**src/design/windowed_sensor_averager_core_assert.svh**
```systemverilog
// ----------------------------------------------------------------------------
// Assertion macros for the windowed sensor averager
// Each macro expands to one labeled concurrent assertion, clocked on the
// rising edge and disabled while the asynchronous reset is asserted.
// ----------------------------------------------------------------------------
`ifndef WINDOWED_SENSOR_AVERAGER_CORE_ASSERT_SVH
`define WINDOWED_SENSOR_AVERAGER_CORE_ASSERT_SVH

// The consequent must hold in the same cycle as the antecedent.
`define WSA_ASSERT_SAME(label, clk, rst_n, ante, cons) \
	label: assert property (@(posedge clk) disable iff (!rst_n) (ante) |-> (cons)) \
		else $error("windowed sensor averager: same-cycle check failed");

// The consequent must hold in the cycle after the antecedent.
`define WSA_ASSERT_NEXT(label, clk, rst_n, ante, cons) \
	label: assert property (@(posedge clk) disable iff (!rst_n) (ante) |=> (cons)) \
		else $error("windowed sensor averager: next-cycle check failed");

`endif

```
**src/design/wsa_pkg.sv**
```systemverilog
// ----------------------------------------------------------------------------
// wsa_pkg
// Shared widths, reset values and the lane control bundle.
// ----------------------------------------------------------------------------
package wsa_pkg;

	localparam int WINDOW_W    = 24;
	localparam int ELAPSED_W   = 25;
	localparam int READING_W   = 16;
	localparam int ID_W        = 8;
	localparam int OUT_SENSORS = 3;

	localparam logic [WINDOW_W-1:0]  WINDOW_RESET = 24'd50000;
	localparam logic [ELAPSED_W-1:0] ELAPSED_MAX  = 25'h1FF_FFFF;

	// Commands carried by an input transfer.
	localparam logic CMD_SAMPLE = 1'b0;
	localparam logic CMD_TICK   = 1'b1;

	// Control from the sequencer to one lane.
	typedef struct packed {
		logic add;     // accumulate the current sample
		logic load;    // move sums into the dividers, clear the window
		logic step;    // one divider iteration
		logic finish;  // write quotients into the held averages
	} lane_ctrl_t;

endpackage

```
**src/design/wsa_ifs.sv**
```systemverilog
// ----------------------------------------------------------------------------
// wsa_in_if / wsa_out_if
// Valid/ready channels for sensor items and for published averages.
// ----------------------------------------------------------------------------
interface wsa_in_if;
	logic                                  valid;
	logic                                  ready;
	logic                                  cmd;
	logic        [wsa_pkg::ID_W-1:0]       sensor_id;
	logic signed [wsa_pkg::READING_W-1:0]  x_reading;
	logic signed [wsa_pkg::READING_W-1:0]  y_reading;

	modport source (output valid, cmd, sensor_id, x_reading, y_reading, input ready);
	modport sink (input valid, cmd, sensor_id, x_reading, y_reading, output ready);
endinterface

interface wsa_out_if;
	logic                                  valid;
	logic                                  ready;
	logic signed [wsa_pkg::READING_W-1:0]  avg_s1_x;
	logic signed [wsa_pkg::READING_W-1:0]  avg_s1_y;
	logic signed [wsa_pkg::READING_W-1:0]  avg_s2_x;
	logic signed [wsa_pkg::READING_W-1:0]  avg_s2_y;
	logic signed [wsa_pkg::READING_W-1:0]  avg_s3_x;
	logic signed [wsa_pkg::READING_W-1:0]  avg_s3_y;

	modport source (output valid, avg_s1_x, avg_s1_y, avg_s2_x, avg_s2_y, avg_s3_x,
		avg_s3_y, input ready);
	modport sink (input valid, avg_s1_x, avg_s1_y, avg_s2_x, avg_s2_y, avg_s3_x,
		avg_s3_y, output ready);
endinterface

```
**src/design/wsa_div.sv**
```systemverilog
// ----------------------------------------------------------------------------
// wsa_div
// Bit-serial restoring divider: signed sum over unsigned count, truncated
// toward zero, one quotient bit per step.
// ----------------------------------------------------------------------------
module wsa_div #(
	parameter int SUM_W      = 32,
	parameter int COUNT_BITS = 16
) (
	input  logic                                 clk,
	input  logic                                 load,
	input  logic                                 step,
	input  logic signed [SUM_W-1:0]              dividend,
	input  logic        [COUNT_BITS-1:0]         divisor,
	output logic signed [wsa_pkg::READING_W-1:0] quotient
);

	logic [SUM_W-1:0]      mag_q;
	logic [COUNT_BITS-1:0] rem_q;
	logic [COUNT_BITS-1:0] den_q;
	logic                  neg_q;

	logic [SUM_W-1:0]      mag_in;
	logic [COUNT_BITS:0]   rem_sh;
	logic [COUNT_BITS:0]   rem_diff;
	logic                  fits;

	always_comb begin
		mag_in   = dividend[SUM_W-1] ? (~$unsigned(dividend) + SUM_W'(1)) : $unsigned(dividend);
		rem_sh   = {rem_q, mag_q[SUM_W-1]};
		rem_diff = rem_sh - {1'b0, den_q};
		fits     = rem_sh >= {1'b0, den_q};
	end

	// The quotient bits shift in behind the dividend bits as they leave.
	always_ff @(posedge clk) begin
		if (load) begin
			mag_q <= mag_in;
			rem_q <= '0;
			den_q <= divisor;
			neg_q <= dividend[SUM_W-1];
		end else if (step) begin
			mag_q <= {mag_q[SUM_W-2:0], fits};
			rem_q <= fits ? rem_diff[COUNT_BITS-1:0] : rem_sh[COUNT_BITS-1:0];
		end
	end

	// The magnitude of an average never exceeds 32768, so the low bits suffice.
	assign quotient = neg_q ? -$signed(mag_q[wsa_pkg::READING_W-1:0])
		: $signed(mag_q[wsa_pkg::READING_W-1:0]);

endmodule

```
**src/design/wsa_lane.sv**
```systemverilog
// ----------------------------------------------------------------------------
// wsa_lane
// One sensor: x and y accumulators, a saturating sample count, two serial
// dividers and the held averages.
// ----------------------------------------------------------------------------
module wsa_lane #(
	parameter int COUNT_BITS = 16
) (
	input  logic                                 clk,
	input  logic                                 arst_n,
	input  wsa_pkg::lane_ctrl_t                  ctrl,
	input  logic signed [wsa_pkg::READING_W-1:0] x_reading,
	input  logic signed [wsa_pkg::READING_W-1:0] y_reading,
	output logic signed [wsa_pkg::READING_W-1:0] avg_x,
	output logic signed [wsa_pkg::READING_W-1:0] avg_y
);

	localparam int RW    = wsa_pkg::READING_W;
	localparam int SUM_W = RW + COUNT_BITS;

	logic signed [SUM_W-1:0]      sum_x_q;
	logic signed [SUM_W-1:0]      sum_y_q;
	logic        [COUNT_BITS-1:0] count_q;
	logic                         has_q;
	logic signed [RW-1:0]         avg_x_q;
	logic signed [RW-1:0]         avg_y_q;
	logic signed [RW-1:0]         quot_x;
	logic signed [RW-1:0]         quot_y;
	logic                         full;

	assign full = &count_q;

	always_ff @(posedge clk or negedge arst_n) begin
		if (!arst_n) begin
			sum_x_q <= '0;
			sum_y_q <= '0;
			count_q <= '0;
			has_q   <= 1'b0;
			avg_x_q <= '0;
			avg_y_q <= '0;
		end else begin
			if (ctrl.load) begin
				sum_x_q <= '0;
				sum_y_q <= '0;
				count_q <= '0;
				has_q   <= count_q != '0;
			end else if (ctrl.add && !full) begin
				sum_x_q <= sum_x_q + {{(SUM_W-RW){x_reading[RW-1]}}, x_reading};
				sum_y_q <= sum_y_q + {{(SUM_W-RW){y_reading[RW-1]}}, y_reading};
				count_q <= count_q + COUNT_BITS'(1);
			end
			// A sensor with no samples in the window keeps its last average.
			if (ctrl.finish && has_q) begin
				avg_x_q <= quot_x;
				avg_y_q <= quot_y;
			end
		end
	end

	wsa_div #(.SUM_W(SUM_W), .COUNT_BITS(COUNT_BITS)) u_div_x (
		.clk      (clk),
		.load     (ctrl.load),
		.step     (ctrl.step),
		.dividend (sum_x_q),
		.divisor  (count_q),
		.quotient (quot_x)
	);

	wsa_div #(.SUM_W(SUM_W), .COUNT_BITS(COUNT_BITS)) u_div_y (
		.clk      (clk),
		.load     (ctrl.load),
		.step     (ctrl.step),
		.dividend (sum_y_q),
		.divisor  (count_q),
		.quotient (quot_y)
	);

	assign avg_x = avg_x_q;
	assign avg_y = avg_y_q;

endmodule

```
**src/design/wsa_merge.sv**
```systemverilog
// ----------------------------------------------------------------------------
// wsa_merge
// Gathers the held averages of the lanes into the output register.
// ----------------------------------------------------------------------------
module wsa_merge #(
	parameter int NUM_SENSORS = 3
) (
	input  logic                                 clk,
	input  logic                                 arst_n,
	input  logic                                 load,
	input  logic signed [wsa_pkg::READING_W-1:0] avg_x [NUM_SENSORS],
	input  logic signed [wsa_pkg::READING_W-1:0] avg_y [NUM_SENSORS],
	output logic                                 slot_free,
	wsa_out_if.source                            avg_out
);

	localparam int RW = wsa_pkg::READING_W;
	localparam int OS = wsa_pkg::OUT_SENSORS;

	logic signed [RW-1:0] pick_x [OS];
	logic signed [RW-1:0] pick_y [OS];
	logic signed [RW-1:0] out_x_q [OS];
	logic signed [RW-1:0] out_y_q [OS];
	logic                 valid_q;

	// Outputs for sensors that are not built read as zero.
	for (genvar k = 0; k < OS; k++) begin : g_pick
		if (k < NUM_SENSORS) begin : g_have
			assign pick_x[k] = avg_x[k];
			assign pick_y[k] = avg_y[k];
		end else begin : g_none
			assign pick_x[k] = '0;
			assign pick_y[k] = '0;
		end
	end

	assign slot_free = !valid_q || avg_out.ready;

	always_ff @(posedge clk or negedge arst_n) begin
		if (!arst_n) begin
			valid_q <= 1'b0;
		end else if (load) begin
			valid_q <= 1'b1;
		end else if (avg_out.ready) begin
			valid_q <= 1'b0;
		end
	end

	always_ff @(posedge clk) begin
		if (load) begin
			out_x_q <= pick_x;
			out_y_q <= pick_y;
		end
	end

	assign avg_out.valid    = valid_q;
	assign avg_out.avg_s1_x = out_x_q[0];
	assign avg_out.avg_s1_y = out_y_q[0];
	assign avg_out.avg_s2_x = out_x_q[1];
	assign avg_out.avg_s2_y = out_y_q[1];
	assign avg_out.avg_s3_x = out_x_q[2];
	assign avg_out.avg_s3_y = out_y_q[2];

endmodule

```
**src/design/windowed_sensor_averager_core.sv**
```systemverilog
// ----------------------------------------------------------------------------
// windowed_sensor_averager_core
// Block-average decimator: per-sensor lanes accumulate samples and, when the
// tick window runs out, divide their sums and publish all held averages.
//
//   Channel     Direction  Transfer carries
//   sample_in   sink       cmd, sensor_id, x_reading, y_reading
//   avg_out     source     avg_s1_x .. avg_s3_y
//   cfg_we      write      cfg_wdata -> window_ticks
//
// A tick or a sample that does not close the window leaves the block ready for
// the next item. A sample that closes the window runs the load, divide, done and
// publish states: the lanes' bit-serial dividers step in the divide state, and
// publish waits for the output register to drain. Reset clears sums, counts,
// averages and the elapsed counter, and sets the window to 50000; no clearing
// pass follows. Ticks and samples are taken while a result waits on avg_out.
// ----------------------------------------------------------------------------
`include "windowed_sensor_averager_core_assert.svh"

module windowed_sensor_averager_core #(
	parameter int NUM_SENSORS = 3,
	parameter int COUNT_BITS  = 16
) (
	input  logic                          clk,
	input  logic                          arst_n,
	input  logic                          cfg_we,
	input  logic [wsa_pkg::WINDOW_W-1:0]  cfg_wdata,
	wsa_in_if.sink                        sample_in,
	wsa_out_if.source                     avg_out
);

	localparam int SUM_W  = wsa_pkg::READING_W + COUNT_BITS;
	localparam int STEP_W = $clog2(SUM_W);
	localparam int ID_W   = wsa_pkg::ID_W;
	localparam int RW     = wsa_pkg::READING_W;

	typedef enum logic [4:0] {
		ST_IDLE = 5'b00001,
		ST_LOAD = 5'b00010,
		ST_DIV  = 5'b00100,
		ST_DONE = 5'b01000,
		ST_PUB  = 5'b10000
	} state_t;

	state_t                             state_q;
	state_t                             state_d;
	logic [STEP_W-1:0]                  step_cnt_q;
	logic [wsa_pkg::WINDOW_W-1:0]       window_q;
	logic [wsa_pkg::ELAPSED_W-1:0]      elapsed_q;
	logic                               accept;
	logic                               is_tick;
	logic                               window_up;
	logic                               slot_free;
	logic                               merge_load;
	wsa_pkg::lane_ctrl_t                lane_ctrl [NUM_SENSORS];
	logic signed [RW-1:0]               lane_avg_x [NUM_SENSORS];
	logic signed [RW-1:0]               lane_avg_y [NUM_SENSORS];

	assign sample_in.ready = state_q == ST_IDLE;
	assign accept          = sample_in.valid && sample_in.ready;
	assign is_tick         = sample_in.cmd == wsa_pkg::CMD_TICK;
	assign window_up       = elapsed_q > {1'b0, window_q};
	assign merge_load      = (state_q == ST_PUB) && slot_free;

	always_comb begin
		state_d = state_q;
		unique case (state_q)
			ST_IDLE: if (accept && !is_tick && window_up) state_d = ST_LOAD;
			ST_LOAD: state_d = ST_DIV;
			ST_DIV:  if (step_cnt_q == '0) state_d = ST_DONE;
			ST_DONE: state_d = ST_PUB;
			ST_PUB:  if (slot_free) state_d = ST_IDLE;
			default: state_d = ST_IDLE;
		endcase
	end

	always_ff @(posedge clk or negedge arst_n) begin
		if (!arst_n) begin
			state_q    <= ST_IDLE;
			step_cnt_q <= '0;
			window_q   <= wsa_pkg::WINDOW_RESET;
			elapsed_q  <= '0;
		end else begin
			state_q <= state_d;
			if (state_q == ST_LOAD) begin
				step_cnt_q <= STEP_W'(SUM_W - 1);
			end else if (state_q == ST_DIV) begin
				step_cnt_q <= step_cnt_q - STEP_W'(1);
			end
			if (cfg_we) begin
				window_q <= cfg_wdata;
			end
			if (accept && is_tick) begin
				if (elapsed_q != wsa_pkg::ELAPSED_MAX) begin
					elapsed_q <= elapsed_q + wsa_pkg::ELAPSED_W'(1);
				end
			end else if (accept && window_up) begin
				elapsed_q <= elapsed_q - {1'b0, window_q};
			end
		end
	end

	for (genvar i = 0; i < NUM_SENSORS; i++) begin : g_lane
		assign lane_ctrl[i].add    = accept && !is_tick && (sample_in.sensor_id == ID_W'(i + 1));
		assign lane_ctrl[i].load   = state_q == ST_LOAD;
		assign lane_ctrl[i].step   = state_q == ST_DIV;
		assign lane_ctrl[i].finish = state_q == ST_DONE;

		wsa_lane #(.COUNT_BITS(COUNT_BITS)) u_lane (
			.clk       (clk),
			.arst_n    (arst_n),
			.ctrl      (lane_ctrl[i]),
			.x_reading (sample_in.x_reading),
			.y_reading (sample_in.y_reading),
			.avg_x     (lane_avg_x[i]),
			.avg_y     (lane_avg_y[i])
		);
	end

	wsa_merge #(.NUM_SENSORS(NUM_SENSORS)) u_merge (
		.clk       (clk),
		.arst_n    (arst_n),
		.load      (merge_load),
		.avg_x     (lane_avg_x),
		.avg_y     (lane_avg_y),
		.slot_free (slot_free),
		.avg_out   (avg_out)
	);

	`WSA_ASSERT_NEXT(a_close_starts_load, clk, arst_n, accept && !is_tick && window_up, state_q == ST_LOAD)
	`WSA_ASSERT_NEXT(a_tick_stays_idle, clk, arst_n, accept && is_tick, state_q == ST_IDLE)
	`WSA_ASSERT_NEXT(a_load_arms_divider, clk, arst_n, state_q == ST_LOAD, (state_q == ST_DIV) && (step_cnt_q == STEP_W'(SUM_W - 1)))
	`WSA_ASSERT_SAME(a_result_from_publish, clk, arst_n, $rose(avg_out.valid), $past(state_q) == ST_PUB)

endmodule

```
**src/flat_wrapper.sv**
```systemverilog
// flat-port wrapper written by rule: the top's interface ports become plain ports
module windowed_sensor_averager_core_flat 
#(
	parameter int NUM_SENSORS = 3,
	parameter int COUNT_BITS  = 16
)
  (clk, arst_n, cfg_we, cfg_wdata, sample_in_valid, sample_in_cmd, sample_in_sensor_id, sample_in_x_reading, sample_in_y_reading, sample_in_ready, avg_out_valid, avg_out_avg_s1_x, avg_out_avg_s1_y, avg_out_avg_s2_x, avg_out_avg_s2_y, avg_out_avg_s3_x, avg_out_avg_s3_y, avg_out_ready);
  wsa_in_if sample_in_i ();
  wsa_out_if avg_out_i ();
  input  logic clk;
  input  logic arst_n;
  input  logic cfg_we;
  input  logic [wsa_pkg::WINDOW_W-1:0] cfg_wdata;
  input wire logic [$bits(sample_in_i.valid)-1:0] sample_in_valid;
  input wire logic [$bits(sample_in_i.cmd)-1:0] sample_in_cmd;
  input wire logic [$bits(sample_in_i.sensor_id)-1:0] sample_in_sensor_id;
  input wire logic [$bits(sample_in_i.x_reading)-1:0] sample_in_x_reading;
  input wire logic [$bits(sample_in_i.y_reading)-1:0] sample_in_y_reading;
  output wire logic [$bits(sample_in_i.ready)-1:0] sample_in_ready;
  output wire logic [$bits(avg_out_i.valid)-1:0] avg_out_valid;
  output wire logic [$bits(avg_out_i.avg_s1_x)-1:0] avg_out_avg_s1_x;
  output wire logic [$bits(avg_out_i.avg_s1_y)-1:0] avg_out_avg_s1_y;
  output wire logic [$bits(avg_out_i.avg_s2_x)-1:0] avg_out_avg_s2_x;
  output wire logic [$bits(avg_out_i.avg_s2_y)-1:0] avg_out_avg_s2_y;
  output wire logic [$bits(avg_out_i.avg_s3_x)-1:0] avg_out_avg_s3_x;
  output wire logic [$bits(avg_out_i.avg_s3_y)-1:0] avg_out_avg_s3_y;
  input wire logic [$bits(avg_out_i.ready)-1:0] avg_out_ready;
  assign sample_in_i.valid = sample_in_valid;
  assign sample_in_i.cmd = sample_in_cmd;
  assign sample_in_i.sensor_id = sample_in_sensor_id;
  assign sample_in_i.x_reading = sample_in_x_reading;
  assign sample_in_i.y_reading = sample_in_y_reading;
  assign sample_in_ready = sample_in_i.ready;
  assign avg_out_valid = avg_out_i.valid;
  assign avg_out_avg_s1_x = avg_out_i.avg_s1_x;
  assign avg_out_avg_s1_y = avg_out_i.avg_s1_y;
  assign avg_out_avg_s2_x = avg_out_i.avg_s2_x;
  assign avg_out_avg_s2_y = avg_out_i.avg_s2_y;
  assign avg_out_avg_s3_x = avg_out_i.avg_s3_x;
  assign avg_out_avg_s3_y = avg_out_i.avg_s3_y;
  assign avg_out_i.ready = avg_out_ready;
  windowed_sensor_averager_core #(.NUM_SENSORS(NUM_SENSORS), .COUNT_BITS(COUNT_BITS)) u_core (.clk(clk), .arst_n(arst_n), .cfg_we(cfg_we), .cfg_wdata(cfg_wdata), .sample_in(sample_in_i), .avg_out(avg_out_i));
endmodule
```
**config.mk**
```make
export PLATFORM = sky130hd
export DESIGN_NAME = windowed_sensor_averager_core_flat
export DESIGN_NICKNAME = d
export VERILOG_FILES = /design/src/design/wsa_pkg.sv /design/src/design/wsa_ifs.sv /design/src/design/wsa_div.sv /design/src/design/wsa_lane.sv /design/src/design/wsa_merge.sv /design/src/design/windowed_sensor_averager_core.sv /design/src/flat_wrapper.sv
export VERILOG_INCLUDE_DIRS = /design/src /design/src/design
export SDC_FILE = /design/constraint.sdc
export NUM_CORES = 2
export LEC_CHECK = 0
export BUFFER_PORTS_ARGS = -buffer_cell sky130_fd_sc_hd__buf_2
export CAP_MARGIN = 20
export CORE_ASPECT_RATIO = 1.1
export CORE_MARGIN = 2
export CORE_UTILIZATION = 47
export DETAILED_ROUTE_END_ITERATION = 12
export PLACE_DENSITY = 0.69
export SLEW_MARGIN = 10
export SYNTH_ARGS = -nofsm -noshare
export SYNTH_HDL_FRONTEND = slang
export SYNTH_SLANG_ARGS = --single-unit
```
**constraint.sdc**
```tcl
create_clock -name clk -period 6.3 [get_ports clk]
set_input_delay 1.26 -clock clk [delete_from_list [all_inputs] [get_ports clk]]
set_output_delay 1.26 -clock clk [all_outputs]
set_load 0.1 [all_outputs]
```
==> metrics.md <==
| Metric | Value |
|---|---|
| Top Family by Delay on Critical Path | `compound AO/OA/AOI/OAI gates` |
| Reg-to-reg endpoint | `u_core.elapsed_q[8]` |
| Combinational Power Share | `23.7%` |
| Vias in the first global route | `38890` |
| Post-synthesis sequential area ratio | `43.50%` |
| Tot GR Track Use | `22.87%` |
| Clock power frac | `35.1%` |
| Worst clock skew | `0.02413 ns` |
| Final Cycle Share | `67.06%` |
| Seq cells post-synth | `837` |
| Cell mode on critical path | `a21oi_1` |
| Post-Syn Area | `0.05100 mm²` |
| P_leak | `0.02496 µW` |
| DRC viols | `0` |
| Switching share of power | `31.99%` |
| Rel. slew slack | `24.42%` |
| PortBufs | `167` |
| Crit path buf inv count | `1` |
| Design Area, Final | `0.05648 mm²` |
| Setup Crit Path Kind | `flop to flop` |
| Layout net count | `5984` |
| CORE AREA | `0.1075 mm²` |
| Final-report hold violation count | `0` |
| Max IR drop VDD | `189.1 µV` |
| Setup Fix Bufs, Post-CTS | `0` |
| Die Y-Extent | `349.5 µm` |
| Post-synth cell types | `73` |
| Initial antenna violation count | `11` |
| Clock latency on the worst-skew pair | `0.69 ns` |
| Global placer's final weighted congestion | `0.8999` |
| Power per cell area | `281.8 mW/mm²` |
| # clock sinks | `837` |
| Main synth FF type | `dfrtp_1` |
| Final min period | `4.225 ns` |
| H-tree level count | `3` |
| Core Rows | `126` |
| YS warnings | `0` |
| HP Start | `u_core.g_lane[1].u_lane.avg_x[3]` |
| Area delta synth->final | `10.74%` |
| Critical Path Fanout Max | `40` |
| Routed WL per cell | `18.11 µm` |
| Status | `finished clean` |
| Clock Path Buffers | `3` |
| Die area | `0.1112 mm²` |
| Most frequent cells in the layout | `o21ai_0 (810), nand2_1 (671), dfrtp_1 (392)` |
| Reg2Reg Launch Point | `u_core.window_q[6]` |
| Placed Area | `0.05325 mm²` |
| Max Cap Viol | `0` |
| CTS tree | `yes` |
| Routed WL | `127900 µm` |
| Max-slew violations | `0` |
| Worst R2R Setup Slack | `2.08 ns` |
| Worst slack, placed | `1.412 ns` |
| Startpoint class of the critical path | `flop` |
| Crit path cell chain | `inv_1 -> ha_1 -> and3_1 -> nand2_1 -> a21oi_1 -> a211o_1 -> a21oi_1 -> o31ai_1 -> a21oi_1 -> nor2_1 -> or2_2 -> o21ai_0 -> a22o_1` |
| Highest Clock Rate | `236.7 MHz` |
| CTS clk-pin slew, worst paths | `0.06 ns` |
| Layout cells sized above 1 | `7.515%` |
| Hold depth | `0` |
| Initial DRT Pass Iterations | `5` |
| WP data required | `6.87 ns` |
| Starting Density | `47.44%` |
| Sw Pwr | `5091 µW` |
| Final ANT Viol Nets | `0` |
| TritonCTS Buffers | `93` |
| Largest net degree at the start of global routing | `120` |
| First-pass GRT wire length | `207400 µm` |
| GRT overflow | `0` |
| Fillers | `9834` |
| Hold slack | `0.4389 ns` |
| Min setup slack post-route | `2.075 ns` |
| Vias | `40330` |
| Crit path DAT | `4.79 ns` |
| Post-DP HPWL | `91900 µm` |
| Commonest non-fill, non-tap cell in the layout | `o21ai_0` |
| CTS Hold Bufs | `0` |
| Crit end category | `flop` |
| Hold crit path type | `flop to flop` |
| RSZ-0062 raised after global routing | `no` |
| Die width | `318.1 µm` |
| Post-synthesis instance total | `5482` |
| Slew @ Worst Pin | `1.124 ns` |
| Mapped Nets | `5892` |
| FFs w/ async S/R, synth | `47.67%` |
| WHS Endpoint | `u_core.u_merge.avg_out.avg_s2_x[3]` |
| Slowest stage delay, CP | `0.71 ns` |
| # setup viols final | `0` |
| CP startpoint | `u_core.window_q[6]` |
| Crit-path slowest cell | `or2_2` |
| Setup_tns | `0 ns` |
| Post-synth EDFFs | `342` |
| Final core occ | `52.53%` |
| Starting DRT DRC Count | `2715` |
| Post-cts resize count | `0` |
| Sequential Power Share | `41.2%` |
| IO Count | `168` |
| Int Pwr | `10830 µW` |
| Syn Area/Cell | `9.304 µm²` |
| Clk root buf | `clkbuf_16` |
| FF-to-FF path depth | `13` |
| Number of vias per cell | `5.707` |
power by group through the flow:
stage / Combinational [µW] / Sequential (µW) / Clock [µW]
after floorplan: 2880 / 6510 / 0
after global placement: 3670 / 6640 / 0
after detailed placement: 3750 / 6650 / 0
after CTS: 3780 / 6550 / 5710
after global routing: 4270 / 6610 / 5920
final: 3770 / 6560 / 5590
state kept, by name, indices dropped and copies added (netlist names), 96 cells and up:
| register | count |
|---|---|
| u_core.g_lane.u_lane.u_div_y.mag_q | 96 |
| u_core.g_lane.u_lane.sum_x_q | 96 |
| u_core.g_lane.u_lane.sum_y_q | 96 |
| u_core.g_lane.u_lane.u_div_x.mag_q | 96 |
cell families after synthesis:
group / count (synthesis) / synth area share [%]
AND/OR/NAND/NOR: 1646 / 15.27
AO/OA/AOI/OAI: 1622 / 18.76
flip-flops: 837 / 43.50
XOR/XNOR: 553 / 9.496
buffers and inverters: 413 / 3.044
adder cells (fa/ha/maj): 340 / 8.532
multiplexers: 71 / 1.396
layer usage:
| metal | track usage (%) | up-vias | part of all wire [%] |
|---|---|---|---|
| li1 | - | 20040 | - |
| met1 | 29.36 | 19320 | 44 |
| met2 | 39.80 | 727 | 48 |
| met3 | 3.218 | 221 | 4.3 |
| met4 | 7.486 | 18 | 3.1 |
| met5 | 0 | - | 0.086 |
worst reg2reg max path, delay by kind of cell (launching register included):
family | cells | cell delay, ns
flops | 1 | 0.51
simple gates | 4 | 1.42
compound gates | 7 | 1.78
fa+ha+maj | 1 | 0.36
buf+inv | 1 | 0.05
stage by stage:
step,cells,power [µW]
final,7066,15920
after global routing,7063,16800
after CTS,7060,16030
after detailed placement,6884,10400
after global placement,6884,10310
after floorplan,5482,9396
worst max path at each step:
stage                                          endpoint  depth (start not counted)  slack [ns]
floorplan            u_core.u_merge.avg_out.avg_s1_x[0]                          2        0.43
global placement    u_core.g_lane[2].u_lane.sum_x_q[31]                         14        1.49
detailed placement  u_core.g_lane[2].u_lane.sum_x_q[31]                         14        1.41
CTS                                 u_core.elapsed_q[8]                         13        2.05
global route                        u_core.elapsed_q[8]                         13        1.62
finish                              u_core.elapsed_q[8]                         13        2.08
cell type report:
type | instances | area (µm²) | area share (%)
inverters | 197 | 749.5 | 1.327
diodes | 3 | 7.507 | 0.01329
well taps | 1408 | 1762 | 3.119
repair buffers | 213 | 1269 | 2.246
clock buffers | 135 | 2719 | 4.814
multi-input cells | 4232 | 27350 | 48.42
clock inverters | 41 | 444.2 | 0.7864
flip-flops and latches | 837 | 22190 | 39.28
cells in the mapped netlist (7+ instances only):
cell | number | share of area [%]
o21ai_0 | 812 | 8.0
nand2_1 | 674 | 5.0
dfrtp_1 | 392 | 19
xor2_1 | 366 | 6.3
edfxtp_1 | 342 | 20
ha_1 | 327 | 8.0
a21oi_1 | 291 | 2.9
nand3_1 | 287 | 2.8
nor2_1 | 211 | 1.6
inv_1 | 196 | 1.4
xnor2_1 | 187 | 3.2
clkbuf_1 | 178 | 1.3
a21o_1 | 153 | 2.3
dfxtp_1 | 96 | 3.8
o31ai_1 | 87 | 1.3
nand2b_1 | 76 | 0.93
nor3_1 | 73 | 0.72
mux2i_1 | 70 | 1.4
nor2b_1 | 58 | 0.71
nand4_1 | 46 | 0.56
or3_1 | 44 | 0.54
o41ai_1 | 42 | 0.72
or4_1 | 42 | 0.62
and3_1 | 38 | 0.47
buf_1 | 36 | 0.26
nor4_1 | 33 | 0.40
a31oi_1 | 28 | 0.34
o21a_1 | 28 | 0.41
a211oi_1 | 24 | 0.35
o21bai_1 | 24 | 0.35
o311ai_0 | 15 | 0.26
or2_2 | 15 | 0.18
a31o_2 | 14 | 0.24
fa_1 | 13 | 0.51
a21boi_0 | 12 | 0.18
o211ai_1 | 12 | 0.18
o22ai_1 | 11 | 0.13
nand3b_1 | 10 | 0.15
a211o_1 | 9 | 0.15
and2_1 | 9 | 0.11
a41oi_1 | 7 | 0.12
dfstp_2 | 7 | 0.36
Power figures use the tool's default switching activity.
